## src/hdl/icl_pkg.sv

```systemverilog
// ----------------------------------------------------------------------------
// icl_pkg
// Types, constants and character helpers for the interface counter line
// parser.
// ----------------------------------------------------------------------------
package icl_pkg;

  localparam int NAME_LIMIT  = 64;
  localparam int FIELD_LIMIT = 16;

  localparam int NAME_LEN_W  = $clog2(NAME_LIMIT + 1);
  localparam int FIELD_IDX_W = $clog2(FIELD_LIMIT + 1);
  localparam int CNT_W       = 64;

  // Counter positions that feed the results, and the minimum count for a valid line.
  localparam int RX_FIELD   = 0;
  localparam int TX_FIELD   = 8;
  localparam int MIN_FIELDS = 9;
  localparam int LO_LENGTH  = 2;

  localparam int FIFO_DEPTH = 4;
  localparam int FIFO_PTR_W = $clog2(FIFO_DEPTH);
  localparam int FIFO_CNT_W = $clog2(FIFO_DEPTH + 1);

  localparam logic [7:0] CH_NL    = 8'h0A;
  localparam logic [7:0] CH_TAB   = 8'h09;
  localparam logic [7:0] CH_VT    = 8'h0B;
  localparam logic [7:0] CH_FF    = 8'h0C;
  localparam logic [7:0] CH_CR    = 8'h0D;
  localparam logic [7:0] CH_SPACE = 8'h20;
  localparam logic [7:0] CH_COLON = 8'h3A;
  localparam logic [7:0] CH_ZERO  = 8'h30;
  localparam logic [7:0] CH_NINE  = 8'h39;
  localparam logic [7:0] CH_L     = 8'h6C;
  localparam logic [7:0] CH_O     = 8'h6F;

  localparam logic KIND_LINE   = 1'b0;
  localparam logic KIND_TOTALS = 1'b1;

  typedef enum logic [2:0] {
    PH_LEAD,
    PH_NAME,
    PH_SEP,
    PH_DIGIT,
    PH_DONE
  } phase_t;

  typedef enum logic [1:0] {
    LO_NONE,
    LO_L,
    LO_LO,
    LO_MISS
  } lo_match_t;

  typedef struct packed {
    logic             kind;
    logic             ok;
    logic [CNT_W-1:0] rx_value;
    logic [CNT_W-1:0] tx_value;
    logic             loopback;
    logic             last;
  } result_t;

  typedef struct packed {
    logic [1:0] count;
    result_t    res0;
    result_t    res1;
  } push_t;

  typedef struct packed {
    phase_t phase;
    logic   line_pending;
    logic   overflow;
  } parser_status_t;

  typedef struct packed {
    logic [FIFO_CNT_W-1:0] count;
  } fifo_status_t;

  function automatic logic is_blank(input logic [7:0] c);
    return (c == CH_SPACE) || (c == CH_TAB);
  endfunction

  function automatic logic is_space(input logic [7:0] c);
    return (c == CH_SPACE) || (c == CH_TAB) || (c == CH_CR) || (c == CH_VT) || (c == CH_FF);
  endfunction

  function automatic logic is_digit(input logic [7:0] c);
    return (c >= CH_ZERO) && (c <= CH_NINE);
  endfunction

endpackage

```

## src/hdl/icl_if.sv

```systemverilog
// ----------------------------------------------------------------------------
// icl_if
// Valid/ready channels for text bytes in and parser results out.
// ----------------------------------------------------------------------------
interface icl_in_if;
  logic       valid;
  logic       ready;
  logic [7:0] ch;
  logic       end_of_file;

  modport source (output valid, output ch, output end_of_file, input ready);
  modport sink   (input valid, input ch, input end_of_file, output ready);
endinterface

interface icl_out_if;
  logic        valid;
  logic        ready;
  logic        kind;
  logic        ok;
  logic [63:0] rx_value;
  logic [63:0] tx_value;
  logic        loopback;
  logic        last;

  modport source (output valid, output kind, output ok, output rx_value, output tx_value,
                  output loopback, output last, input ready);
  modport sink   (input valid, input kind, input ok, input rx_value, input tx_value,
                  input loopback, input last, output ready);
endinterface

```

## src/hdl/icl_parser.sv

```systemverilog
// ----------------------------------------------------------------------------
// icl_parser
// Per-byte line state, decimal accumulation and running totals. Produces
// zero, one or two result items for each accepted item.
// ----------------------------------------------------------------------------
module icl_parser (
  input  logic                    clk,
  input  logic                    rst_n,
  input  logic                    fire,
  input  logic [7:0]              ch,
  input  logic                    end_of_file,
  output icl_pkg::push_t          push,
  output icl_pkg::parser_status_t status
);
  import icl_pkg::*;

  phase_t                 phase_r, phase_nxt;
  logic [NAME_LEN_W-1:0]  name_len_r, name_len_nxt;
  logic [NAME_LEN_W-1:0]  trim_len_r, trim_len_nxt;
  lo_match_t              lo_r, lo_nxt;
  logic [FIELD_IDX_W-1:0] fidx_r, fidx_nxt;
  logic [CNT_W-1:0]       acc_r, acc_nxt;
  logic [CNT_W-1:0]       first_r, first_nxt;
  logic [CNT_W-1:0]       ninth_r, ninth_nxt;
  logic                   pending_r, pending_nxt;
  logic [CNT_W-1:0]       rx_tot_r, rx_tot_nxt;
  logic [CNT_W-1:0]       tx_tot_r, tx_tot_nxt;
  logic                   ovf_r, ovf_nxt;

  logic                   c_nl, c_blank, c_space, c_digit, c_colon;
  logic [3:0]             digit;
  logic [FIELD_IDX_W-1:0] close_fidx;
  logic [CNT_W-1:0]       close_first, close_ninth;
  logic [CNT_W+3:0]       acc_prod;
  logic [CNT_W-1:0]       acc_step;
  logic [NAME_LEN_W-1:0]  name_len_inc;
  lo_match_t              lo_byte;
  logic [NAME_LEN_W-1:0]  trim_len_byte;
  logic [FIELD_IDX_W-1:0] eff_fidx;
  logic [CNT_W-1:0]       eff_first, eff_ninth;
  logic                   colon_seen, line_valid, line_lo, do_line, add_en, add_ovf;
  logic [CNT_W:0]         rx_sum, tx_sum;
  logic                   ovf_line;
  logic [CNT_W-1:0]       rx_line, tx_line;
  result_t                line_res, tot_res;

  // Byte decode and helpers shared by the phase logic and the datapath.
  always_comb begin
    c_nl    = (ch == CH_NL);
    c_blank = is_blank(ch);
    c_space = is_space(ch);
    c_digit = is_digit(ch);
    c_colon = (ch == CH_COLON);
    digit   = ch[3:0];

    close_fidx  = (fidx_r < FIELD_IDX_W'(FIELD_LIMIT)) ? fidx_r + 1'b1 : fidx_r;
    close_first = (fidx_r == FIELD_IDX_W'(RX_FIELD)) ? acc_r : first_r;
    close_ninth = (fidx_r == FIELD_IDX_W'(TX_FIELD)) ? acc_r : ninth_r;

    // acc * 10 + digit, saturating when anything spills past 64 bits.
    acc_prod = {acc_r, 3'b000} + {1'b0, acc_r, 1'b0} + (CNT_W+4)'(digit);
    acc_step = (|acc_prod[CNT_W+3:CNT_W]) ? '1 : acc_prod[CNT_W-1:0];

    name_len_inc = (name_len_r < NAME_LEN_W'(NAME_LIMIT)) ? name_len_r + 1'b1 : name_len_r;
    if (name_len_r == '0) begin
      lo_byte = (ch == CH_L) ? LO_L : LO_MISS;
    end else if (name_len_r == NAME_LEN_W'(1)) begin
      lo_byte = (lo_r == LO_L && ch == CH_O) ? LO_LO : LO_MISS;
    end else begin
      lo_byte = lo_r;
    end
    trim_len_byte = c_blank ? trim_len_r : name_len_inc;
  end

  // Line close: evaluation, totals update and the result items.
  always_comb begin
    eff_fidx  = (phase_r == PH_DIGIT) ? close_fidx  : fidx_r;
    eff_first = (phase_r == PH_DIGIT) ? close_first : first_r;
    eff_ninth = (phase_r == PH_DIGIT) ? close_ninth : ninth_r;

    colon_seen = (phase_r == PH_SEP) || (phase_r == PH_DIGIT) || (phase_r == PH_DONE);
    line_valid = colon_seen && (trim_len_r != '0) &&
                 (trim_len_r < NAME_LEN_W'(NAME_LIMIT)) &&
                 (eff_fidx >= FIELD_IDX_W'(MIN_FIELDS));
    line_lo    = colon_seen && (lo_r == LO_LO) && (trim_len_r == NAME_LEN_W'(LO_LENGTH));

    do_line = fire && (end_of_file ? pending_r : c_nl);
    add_en  = do_line && line_valid && !line_lo && !ovf_r;
    rx_sum  = {1'b0, rx_tot_r} + {1'b0, eff_first};
    tx_sum  = {1'b0, tx_tot_r} + {1'b0, eff_ninth};
    add_ovf = rx_sum[CNT_W] || tx_sum[CNT_W];

    ovf_line = ovf_r || (add_en && add_ovf);
    rx_line  = (add_en && !add_ovf) ? rx_sum[CNT_W-1:0] : rx_tot_r;
    tx_line  = (add_en && !add_ovf) ? tx_sum[CNT_W-1:0] : tx_tot_r;

    line_res.kind     = KIND_LINE;
    line_res.ok       = line_valid;
    line_res.rx_value = line_valid ? eff_first : '0;
    line_res.tx_value = line_valid ? eff_ninth : '0;
    line_res.loopback = line_lo;
    line_res.last     = !end_of_file;

    tot_res.kind     = KIND_TOTALS;
    tot_res.ok       = !ovf_line;
    tot_res.rx_value = ovf_line ? '0 : rx_line;
    tot_res.tx_value = ovf_line ? '0 : tx_line;
    tot_res.loopback = 1'b0;
    tot_res.last     = 1'b1;

    push.res1 = tot_res;
    if (fire && end_of_file) begin
      push.count = pending_r ? 2'd2 : 2'd1;
      push.res0  = pending_r ? line_res : tot_res;
    end else if (fire && c_nl) begin
      push.count = 2'd1;
      push.res0  = line_res;
    end else begin
      push.count = 2'd0;
      push.res0  = line_res;
    end
  end

  // Next phase.
  always_comb begin
    phase_nxt = phase_r;
    if (fire) begin
      if (end_of_file || c_nl) begin
        phase_nxt = PH_LEAD;
      end else begin
        case (phase_r)
          PH_LEAD: begin
            if (c_colon) begin
              phase_nxt = PH_SEP;
            end else if (!c_blank) begin
              phase_nxt = PH_NAME;
            end
          end
          PH_NAME: begin
            if (c_colon) begin
              phase_nxt = PH_SEP;
            end
          end
          PH_SEP: begin
            if (c_digit) begin
              phase_nxt = PH_DIGIT;
            end else if (!c_space) begin
              phase_nxt = PH_DONE;
            end
          end
          PH_DIGIT: begin
            if (!c_digit) begin
              phase_nxt = (c_space && close_fidx < FIELD_IDX_W'(FIELD_LIMIT)) ? PH_SEP : PH_DONE;
            end
          end
          default: phase_nxt = PH_DONE;
        endcase
      end
    end
  end

  // Line datapath and totals.
  always_comb begin
    name_len_nxt = name_len_r;
    trim_len_nxt = trim_len_r;
    lo_nxt       = lo_r;
    fidx_nxt     = fidx_r;
    acc_nxt      = acc_r;
    first_nxt    = first_r;
    ninth_nxt    = ninth_r;
    pending_nxt  = pending_r;
    rx_tot_nxt   = rx_tot_r;
    tx_tot_nxt   = tx_tot_r;
    ovf_nxt      = ovf_r;

    if (fire) begin
      if (end_of_file || c_nl) begin
        name_len_nxt = '0;
        trim_len_nxt = '0;
        lo_nxt       = LO_NONE;
        fidx_nxt     = '0;
        acc_nxt      = '0;
        first_nxt    = '0;
        ninth_nxt    = '0;
        pending_nxt  = 1'b0;
      end else begin
        pending_nxt = 1'b1;
        case (phase_r)
          PH_LEAD, PH_NAME: begin
            if (!c_colon && !(phase_r == PH_LEAD && c_blank)) begin
              name_len_nxt = name_len_inc;
              trim_len_nxt = trim_len_byte;
              lo_nxt       = lo_byte;
            end
          end
          PH_SEP: begin
            if (c_digit) begin
              acc_nxt = CNT_W'(digit);
            end
          end
          PH_DIGIT: begin
            if (c_digit) begin
              acc_nxt = acc_step;
            end else begin
              fidx_nxt  = close_fidx;
              first_nxt = close_first;
              ninth_nxt = close_ninth;
              acc_nxt   = '0;
            end
          end
          default: ;
        endcase
      end

      if (end_of_file) begin
        rx_tot_nxt = '0;
        tx_tot_nxt = '0;
        ovf_nxt    = 1'b0;
      end else begin
        rx_tot_nxt = rx_line;
        tx_tot_nxt = tx_line;
        ovf_nxt    = ovf_line;
      end
    end
  end

  always_ff @(posedge clk) begin
    if (!rst_n) begin
      phase_r    <= PH_LEAD;
      name_len_r <= '0;
      trim_len_r <= '0;
      lo_r       <= LO_NONE;
      fidx_r     <= '0;
      acc_r      <= '0;
      first_r    <= '0;
      ninth_r    <= '0;
      pending_r  <= 1'b0;
      rx_tot_r   <= '0;
      tx_tot_r   <= '0;
      ovf_r      <= 1'b0;
    end else begin
      phase_r    <= phase_nxt;
      name_len_r <= name_len_nxt;
      trim_len_r <= trim_len_nxt;
      lo_r       <= lo_nxt;
      fidx_r     <= fidx_nxt;
      acc_r      <= acc_nxt;
      first_r    <= first_nxt;
      ninth_r    <= ninth_nxt;
      pending_r  <= pending_nxt;
      rx_tot_r   <= rx_tot_nxt;
      tx_tot_r   <= tx_tot_nxt;
      ovf_r      <= ovf_nxt;
    end
  end

  assign status.phase        = phase_r;
  assign status.line_pending = pending_r;
  assign status.overflow     = ovf_r;

endmodule

```

## src/hdl/icl_out_fifo.sv

```systemverilog
// ----------------------------------------------------------------------------
// icl_out_fifo
// Small result queue: takes up to two items per cycle from the parser and
// hands out one per cycle while pop is high.
// ----------------------------------------------------------------------------
module icl_out_fifo (
  input  logic                  clk,
  input  logic                  rst_n,
  input  icl_pkg::push_t        push,
  input  logic                  pop,
  output logic                  out_valid,
  output icl_pkg::result_t      out_data,
  output icl_pkg::fifo_status_t status
);
  import icl_pkg::*;

  result_t               mem_r [FIFO_DEPTH];
  logic [FIFO_PTR_W-1:0] wr_ptr_r, wr_ptr_nxt;
  logic [FIFO_PTR_W-1:0] rd_ptr_r, rd_ptr_nxt;
  logic [FIFO_CNT_W-1:0] count_r, count_nxt;
  logic                  do_pop;
  logic [FIFO_PTR_W-1:0] wr_ptr_second;

  always_comb begin
    do_pop        = pop && (count_r != '0);
    wr_ptr_second = wr_ptr_r + 1'b1;
    wr_ptr_nxt    = wr_ptr_r + FIFO_PTR_W'(push.count);
    rd_ptr_nxt    = do_pop ? rd_ptr_r + 1'b1 : rd_ptr_r;
    count_nxt     = count_r + FIFO_CNT_W'(push.count) - FIFO_CNT_W'(do_pop);
  end

  always_ff @(posedge clk) begin
    if (!rst_n) begin
      wr_ptr_r <= '0;
      rd_ptr_r <= '0;
      count_r  <= '0;
    end else begin
      wr_ptr_r <= wr_ptr_nxt;
      rd_ptr_r <= rd_ptr_nxt;
      count_r  <= count_nxt;
    end
  end

  always_ff @(posedge clk) begin
    if (push.count != 2'd0) begin
      mem_r[wr_ptr_r] <= push.res0;
    end
    if (push.count == 2'd2) begin
      mem_r[wr_ptr_second] <= push.res1;
    end
  end

  assign out_valid    = (count_r != '0);
  assign out_data     = mem_r[rd_ptr_r];
  assign status.count = count_r;

endmodule

```

## src/hdl/interface_counter_line_parser.sv

```systemverilog
// ----------------------------------------------------------------------------
// interface_counter_line_parser
// Parses interface counter text one byte per cycle while input ready is high, and
// reports per-line receive/transmit counters and end-of-file totals.
// ----------------------------------------------------------------------------
//   channel   | dir | payload                                          | handshake
//   in_chan   | in  | ch[7:0], end_of_file                             | valid/ready
//   out_chan  | out | kind, ok, rx_value[63:0], tx_value[63:0],        | valid/ready
//             |     | loopback, last                                   |
//
// One byte is accepted per cycle while input ready is high; at that edge its line
// state updates and its results enter the output queue behind any items it holds.
// A newline gives one item; end of file one or two, drained one per ready cycle.
// Input ready holds while the four-entry result queue has room for two items.
// Reset is synchronous, active low, and clears the line state and the totals.
module interface_counter_line_parser (
  input  logic      clk,
  input  logic      rst_n,
  icl_in_if.sink    in_chan,
  icl_out_if.source out_chan
);
  import icl_pkg::*;

  logic           in_fire;
  push_t          push;
  parser_status_t p_status;
  fifo_status_t   f_status;
  result_t        out_data;
  logic           out_valid;

  assign in_chan.ready = (f_status.count <= FIFO_CNT_W'(FIFO_DEPTH - 2));
  assign in_fire       = in_chan.valid && in_chan.ready;

  icl_parser u_parser (
    .clk         (clk),
    .rst_n       (rst_n),
    .fire        (in_fire),
    .ch          (in_chan.ch),
    .end_of_file (in_chan.end_of_file),
    .push        (push),
    .status      (p_status)
  );

  icl_out_fifo u_fifo (
    .clk       (clk),
    .rst_n     (rst_n),
    .push      (push),
    .pop       (out_chan.ready),
    .out_valid (out_valid),
    .out_data  (out_data),
    .status    (f_status)
  );

  assign out_chan.valid    = out_valid;
  assign out_chan.kind     = out_data.kind;
  assign out_chan.ok       = out_data.ok;
  assign out_chan.rx_value = out_data.rx_value;
  assign out_chan.tx_value = out_data.tx_value;
  assign out_chan.loopback = out_data.loopback;
  assign out_chan.last     = out_data.last;

`ifndef SYNTHESIS
  a_fifo_bound: assert property (@(posedge clk) disable iff (!rst_n)
    f_status.count <= FIFO_CNT_W'(FIFO_DEPTH))
    else $error("result queue holds more items than its depth");

  a_eof_clears: assert property (@(posedge clk) disable iff (!rst_n)
    in_fire && in_chan.end_of_file |=>
      p_status.phase == PH_LEAD && !p_status.line_pending && !p_status.overflow)
    else $error("end of file did not return the parser to a fresh sample");

  a_byte_pends: assert property (@(posedge clk) disable iff (!rst_n)
    in_fire && !in_chan.end_of_file && in_chan.ch != CH_NL |=> p_status.line_pending)
    else $error("text byte did not open a pending line");
`endif

endmodule
```

## src/flat_wrapper.sv

```systemverilog
// flat-port wrapper written by rule: the top's interface ports become plain ports
module interface_counter_line_parser_flat import icl_pkg::*;
  (clk, rst_n, in_chan_valid, in_chan_ch, in_chan_end_of_file, in_chan_ready, out_chan_valid, out_chan_kind, out_chan_ok, out_chan_rx_value, out_chan_tx_value, out_chan_loopback, out_chan_last, out_chan_ready);
  icl_in_if in_chan_i ();
  icl_out_if out_chan_i ();
  input  logic clk;
  input  logic rst_n;
  input wire logic [$bits(in_chan_i.valid)-1:0] in_chan_valid;
  input wire logic [$bits(in_chan_i.ch)-1:0] in_chan_ch;
  input wire logic [$bits(in_chan_i.end_of_file)-1:0] in_chan_end_of_file;
  output wire logic [$bits(in_chan_i.ready)-1:0] in_chan_ready;
  output wire logic [$bits(out_chan_i.valid)-1:0] out_chan_valid;
  output wire logic [$bits(out_chan_i.kind)-1:0] out_chan_kind;
  output wire logic [$bits(out_chan_i.ok)-1:0] out_chan_ok;
  output wire logic [$bits(out_chan_i.rx_value)-1:0] out_chan_rx_value;
  output wire logic [$bits(out_chan_i.tx_value)-1:0] out_chan_tx_value;
  output wire logic [$bits(out_chan_i.loopback)-1:0] out_chan_loopback;
  output wire logic [$bits(out_chan_i.last)-1:0] out_chan_last;
  input wire logic [$bits(out_chan_i.ready)-1:0] out_chan_ready;
  assign in_chan_i.valid = in_chan_valid;
  assign in_chan_i.ch = in_chan_ch;
  assign in_chan_i.end_of_file = in_chan_end_of_file;
  assign in_chan_ready = in_chan_i.ready;
  assign out_chan_valid = out_chan_i.valid;
  assign out_chan_kind = out_chan_i.kind;
  assign out_chan_ok = out_chan_i.ok;
  assign out_chan_rx_value = out_chan_i.rx_value;
  assign out_chan_tx_value = out_chan_i.tx_value;
  assign out_chan_loopback = out_chan_i.loopback;
  assign out_chan_last = out_chan_i.last;
  assign out_chan_i.ready = out_chan_ready;
  interface_counter_line_parser u_core (.clk(clk), .rst_n(rst_n), .in_chan(in_chan_i), .out_chan(out_chan_i));
endmodule
```

## config.mk

```make
export PLATFORM = sky130hd
export DESIGN_NAME = interface_counter_line_parser_flat
export DESIGN_NICKNAME = d
export VERILOG_FILES = /design/src/hdl/icl_pkg.sv /design/src/hdl/icl_if.sv /design/src/hdl/icl_parser.sv /design/src/hdl/icl_out_fifo.sv /design/src/hdl/interface_counter_line_parser.sv /design/src/flat_wrapper.sv
export SDC_FILE = /design/constraint.sdc
export NUM_CORES = 2
export LEC_CHECK = 0
export BUFFER_PORTS_ARGS = -buffer_cell sky130_fd_sc_hd__clkbuf_2
export CAP_MARGIN = 20
export CORE_ASPECT_RATIO = 2
export CORE_MARGIN = 10
export CORE_UTILIZATION = 62
export DETAILED_ROUTE_END_ITERATION = 8
export GPL_TIMING_DRIVEN = 0
export MAX_ROUTING_LAYER = met4
export PLACE_DENSITY = 0.79
export SKIP_LAST_GASP = 1
export SYNTH_ARGS = -nofsm -noshare
export SYNTH_HDL_FRONTEND = slang
export SYNTH_SLANG_ARGS = --single-unit
```

## constraint.sdc

```tcl
create_clock -name clk -period 6.6 [get_ports clk]
set_input_delay 0.99 -clock clk [delete_from_list [all_inputs] [get_ports clk]]
set_output_delay 0.99 -clock clk [all_outputs]
set_load 0.005 [all_outputs]
```

Word-level counts from Yosys, hierarchy flattened

Memory sizes are Yosys's and may differ from the RTL's. A register that Yosys moved wholly into a read port is not among the register bits.
Cells that the tools add are included.
Widths: inputs -> output; s select.

$add $sub $neg: 11
Order comparisons: 8
Equal/unequal tests: 26
Muxes and demuxes: 65
Reductions and logical operators: 55

Operators with widths:

| kind               | count |
|---|---|
| $mux 64            | 22 |
| $mux 134           | 1 |
| $mux 133           | 1 |
| $mux 132           | 1 |
| $add 64x64->65     | 2 |
| $pmux 64 s2        | 1 |
| $add 67x65->68     | 1 |
| $add 68x4->68      | 1 |
| $mux 7             | 8 |
| $eq 8x4->1 const B | 5 |
| $mux 5             | 5 |
| $mux 3             | 8 |
| $logic_and 1x1->1  | 20 |
| $mux 2             | 9 |
| $eq 8x6->1 const B | 2 |
| $eq 8x7->1 const B | 2 |
| $lt 7x7->1 const B | 2 |
| $pmux 3 s4         | 1 |
| $lt 5x5->1 const B | 2 |
| $logic_or 1x1->1   | 9 |
| $reduce_and 3->1   | 3 |
| $reduce_bool 3->1  | 3 |
| $ge 8x6->1 const B | 1 |
| $le 8x6->1 const B | 1 |
| 32 further kinds   | 54 |

Register bits: 353
Memory bits (writable): 528
Input port bits: 13
Output and inout port bits: 134
Logic and storage cells: 181
Memories: 1

Memories:

| memory              | depth | bits a word | read ports | clocked after memory_dff | write ports | RTL line           | RTL |
|---|---|---|---|---|---|---|---|
| u_core.u_fifo.mem_r | 4     | 132         | 1          | 1                        | 2           | icl_out_fifo.sv:17 | `result_t mem_r [FIFO_DEPTH];` |

Logic depth before layout (Yosys ltp)

Depth in word-level cells: 17
Mapped depth: 25
Depth with buffers taken out: 21

Cells and area by module

A second synthesis with hierarchy kept.

Cells, all modules: 5177
Area total of the unflattened synthesis: 55837.3 µm²

Modules (own cells, without submodules):

| module                        | times used | cells an instance | area each (µm²) | seq. area each (µm²) |
|---|---|---|---|---|
| icl_parser                    | 1          | 3848              | 30000.0         | 6926.6 |
| icl_out_fifo                  | 1          | 1327              | 25822.3         | 16035.4 |
| interface_counter_line_parser | 1          | 2                 | 15.0            | 0.0 |

Least setup slack after synthesis

OpenSTA, ideal clock, no wires.

Path type: input -> register
Start point: in in_chan_ch[4]
End point: mem u_core.u_fifo.mem_r[0][100] (netlist bit) (enable)
Setup time: 0.494 ns
Arrival time: 5.572 ns
Required time: 6.106 ns
Path slack: 0.534 ns
Stages: 9
Buffers on the path: 3
Cell sequence: or3_1 -> nor3_1 -> or2_2 -> clkbuf_1 -> nand2_1 -> or3_1 -> clkbuf_1 -> clkbuf_1 -> nand2_1

RTL lines:

| what               | RTL line           | RTL |
|---|---|---|
| start: declaration | flat_wrapper.sv:9  | `input wire logic [$bits(in_chan_i.ch)-1:0] in_chan_ch;` |
| end: declaration   | icl_out_fifo.sv:17 |  |

==> impl_metrics.ini <==
[run_status]
status = finished with violations
violations = design-rule violations, negative setup slack

[floorplan]
start_util_pct = 62.5
die_area_mm2 = 0.0971
core-area_mm2 = 0.0837
rows = 150
dieWidth_um = 225
die_h_um = 431
pin_count = 147

[yosys]
syn_area_per_cell_um2 = 9.96
yosys.area_share.simple_pct = 12.1
ys.flop_type = edfxtp_1
synth_top_cell_by_area = edfxtp_1
seq_area_frac_synth_pct = 43.7
synth_edf_count = 516
synth_area_mm2 = 0.0523
yosysTopAreaCellShare_pct = 29.6
ys_warn_count = 0
yosys-mux-area-fraction_pct = 8.42
synthXorXnorAreaFrac_pct = 3.20
synth_compound_area_share_pct = 22.3
ys_async_sr_fraction_pct = 0
synth-seq-cells = 883
syn-num-nets = 5535
synth_top_family_by_area = compound AO/OA/AOI/OAI gates
syn_inst = 5253
yosys-top-cells-area = edfxtp_1 30%, dfxtp_1 14%, ha_1 6.3%
synth.distinct_cells = 89
synth-adder-area-share_pct = 6.51

[clock_tree]
clock_path_buffers = 3
cts_buffers = 82
clock_sinks = 883
postCtsHoldBufs = 0
cts_tree = done
h-tree-depth = 3
path_clk_slew_ps = 70
clkLatencyLatePin_ps = 720
root_buffer = clkbuf_16

[power]
power.total_w = 0.0134
peakVddDrop_v = 0.000255
p_leak_nw = 21.7
power_density_mw_per_mm2 = 229

[drt]
remaining_drc_errors = 1
via_per_inst = 7.28
wl_per_cell_um = 32.7
totalWireLength_mm = 218
drtIter0Drc = 6405
firstDrtPassIters = 9
drtAntennaViolNets = 0
num_vias = 48600

[run]
drv_cap = 0

[timing]
fin_tns_setup_ps = -116
slew_violations = 0
hold_viol = 0
final-setup-viol-count = 7
worst_slew_pin_slew_ps = 1330
slew_headroom_pct = 11.0
skew_ps = 33.7
period_share_pct = 101
fin_ws_ps = -38.8
fmax_mhz = 151
whs_ps = 446
finalCriticalPeriod_ps = 6640
rsz0062_at_grt = true

[min_path]
hp-start = u_core.u_fifo.mem_r[2][131]$_SDFFE_PP1P_
hp-class = reg -> reg

[worst_setup_path]
worstPathMaxFanout = 10
cp-endpoint = u_core.u_fifo.mem_r[2][102]$_DFFE_PP_
startpoint = u_core.u_parser.fidx_r[2]$_SDFFE_PN0P_
crit_arrival_ps = 7110
rrSetupSlack_ps = -40
worst-setup-path-type = reg -> reg
reg2reg_from = u_core.u_parser.fidx_r[2]$_SDFFE_PN0P_
startpoint_type = flip-flop
r2r_cells = 20
required_ps = 7080
cp-end-kind = flip-flop
reg2reg_to = u_core.u_fifo.mem_r[2][102]$_DFFE_PP_

[global_route]
grt_pass1_vias = 47800
gr-total-overflow = 0
grt_pass1_wl_mm = 314
antenna_found_initial = 14
track_usage_pct = 45.4
grt_max_degree = 58

[layout]
multi_input_area_mm2 = 0.0281
design_area_mm2 = 0.0585
syn2layout_area_growth_pct = 11.9
fill_cells = 6466
nets = 5816
mostFrequentLayoutCell = nand2_1
final_cell_mix = 607 x nand2_1, 516 x edfxtp_1, 367 x o21ai_0, 367 x dfxtp_1, 305 x a21oi_1
seq_area_mm2 = 0.0228
fin_cells = 6680
drive_gt1_share_pct = 12.6

[placed_design]
routabilityCongestion = 1.09
dp_hpwl_mm = 162
dp.cells = 6500
portBuffers = 146
dpl-instance-area_mm2 = 0.0549
-- sequential cells by signal (all words and copies together) (netlist names), 2 cells and up, named ones only --
register	count
u_core.u_fifo.mem_r	528
u_core.u_parser.acc_r	64
u_core.u_parser.first_r	64
u_core.u_parser.ninth_r	64
u_core.u_parser.rx_tot_r	64
u_core.u_parser.tx_tot_r	64
u_core.u_parser.name_len_r	7
u_core.u_parser.trim_len_r	7
u_core.u_parser.fidx_r	5
u_core.u_fifo.status	3
u_core.u_parser.phase_r	3
u_core.u_fifo.rd_ptr_r	2
u_core.u_fifo.wr_ptr_r	2
u_core.u_parser.lo_r	2
-- worst min path at each step --
stage                                                          end  slack [ps]  cells after the start
after floorplan           u_core.u_fifo.mem_r[2][131]$_SDFFE_PP1P_         420                      2
after global placement    u_core.u_fifo.mem_r[2][131]$_SDFFE_PP1P_         430                      2
after detailed placement  u_core.u_fifo.mem_r[2][131]$_SDFFE_PP1P_         430                      2
after CTS                 u_core.u_fifo.mem_r[2][131]$_SDFFE_PP1P_         440                      2
after global routing      u_core.u_fifo.mem_r[1][131]$_SDFFE_PP1P_         470                      2
final                     u_core.u_fifo.mem_r[2][131]$_SDFFE_PP1P_         450                      2
-- cell usage after synthesis (all sizes together), types with 89 or more instances --
library cell  instances
nor2b               169
dfxtp               367
nand2               615
a21o                 89
o21ai               385
o221ai              103
edfxtp              516
a21oi               319
a22oi               222
a22o                 93
clkbuf              316
xnor2               117
ha                  264
inv                 145
o22ai               271
nor2                223
mux4                132
-- cell families after synthesis --
logic type	Yosys count
compound gates	1768
simple gates	1354
flops	883
buf+inv	520
fa+ha+maj	269
mux	268
xor+xnor	191
-- metrics by stage --
stage          setup slack, ps  util [%]
6_report                 -38.8      69.9
5_1_grt                  -54.3      69.9
4_1_cts                  -49.5      69.2
3_5_place_dp             -2260      65.6
3_3_place_gp             -3250      64.9
2_1_floorplan              534         -
-- power by group --
group | total [W] | switching (W) | internal, W
Clock | 0.00498 | 0.00233 | 0.00265
Sequential | 0.00606 | 0.0000680 | 0.00599
Combinational | 0.00234 | 0.00141 | 0.000936
Total | 0.0134 | 0.00380 | 0.00958
-- layout make-up --
class                           count  area share, %
Antenna cell                       12         0.0513
Buffer                            372           2.66
Clock buffer                      101           3.72
Clock inverter                     53          0.868
Inverter                          145          0.930
Multi-Input combinational cell   3850           48.0
Sequential cell                   883           39.0
Tap cell                         1064           2.28
Timing Repair Buffer              200           2.41
-- layer usage --
metal	wire length [um]	vias up	track usage [%]
met5	0	-	-
met4	27000	0	44.1
met3	21500	1212	11.5
met2	103000	3516	72.7
met1	66600	23300	43.8
li1	-	20700	-
-- critical path, stage by stage, from the launching register on --
cell and delay (ps):
dfxtp_1 320, clkbuf_1 270, nor2_1 140, nand2_1 130
nor2_1 60, nand2_1 120, buf_2 300, buf_6 260
mux2i_1 1060, inv_1 120, ha_1 380, a211oi_2 490
nand3_1 410, a221oi_1 320, nand4b_1 160, a311oi_2 330
and2_2 330, buf_4 280, clkbuf_4 360, a22oi_2 130
o21ai_1 380
-- repair_timing --
action                     in CTS  in global routing
gates cloned                    0                  0
setup buffers                   0                  9
setup endpoints to repair     645                642
pin swaps                       0                  3
resized for setup             102                 91
(Power assumes the default switching activity.)
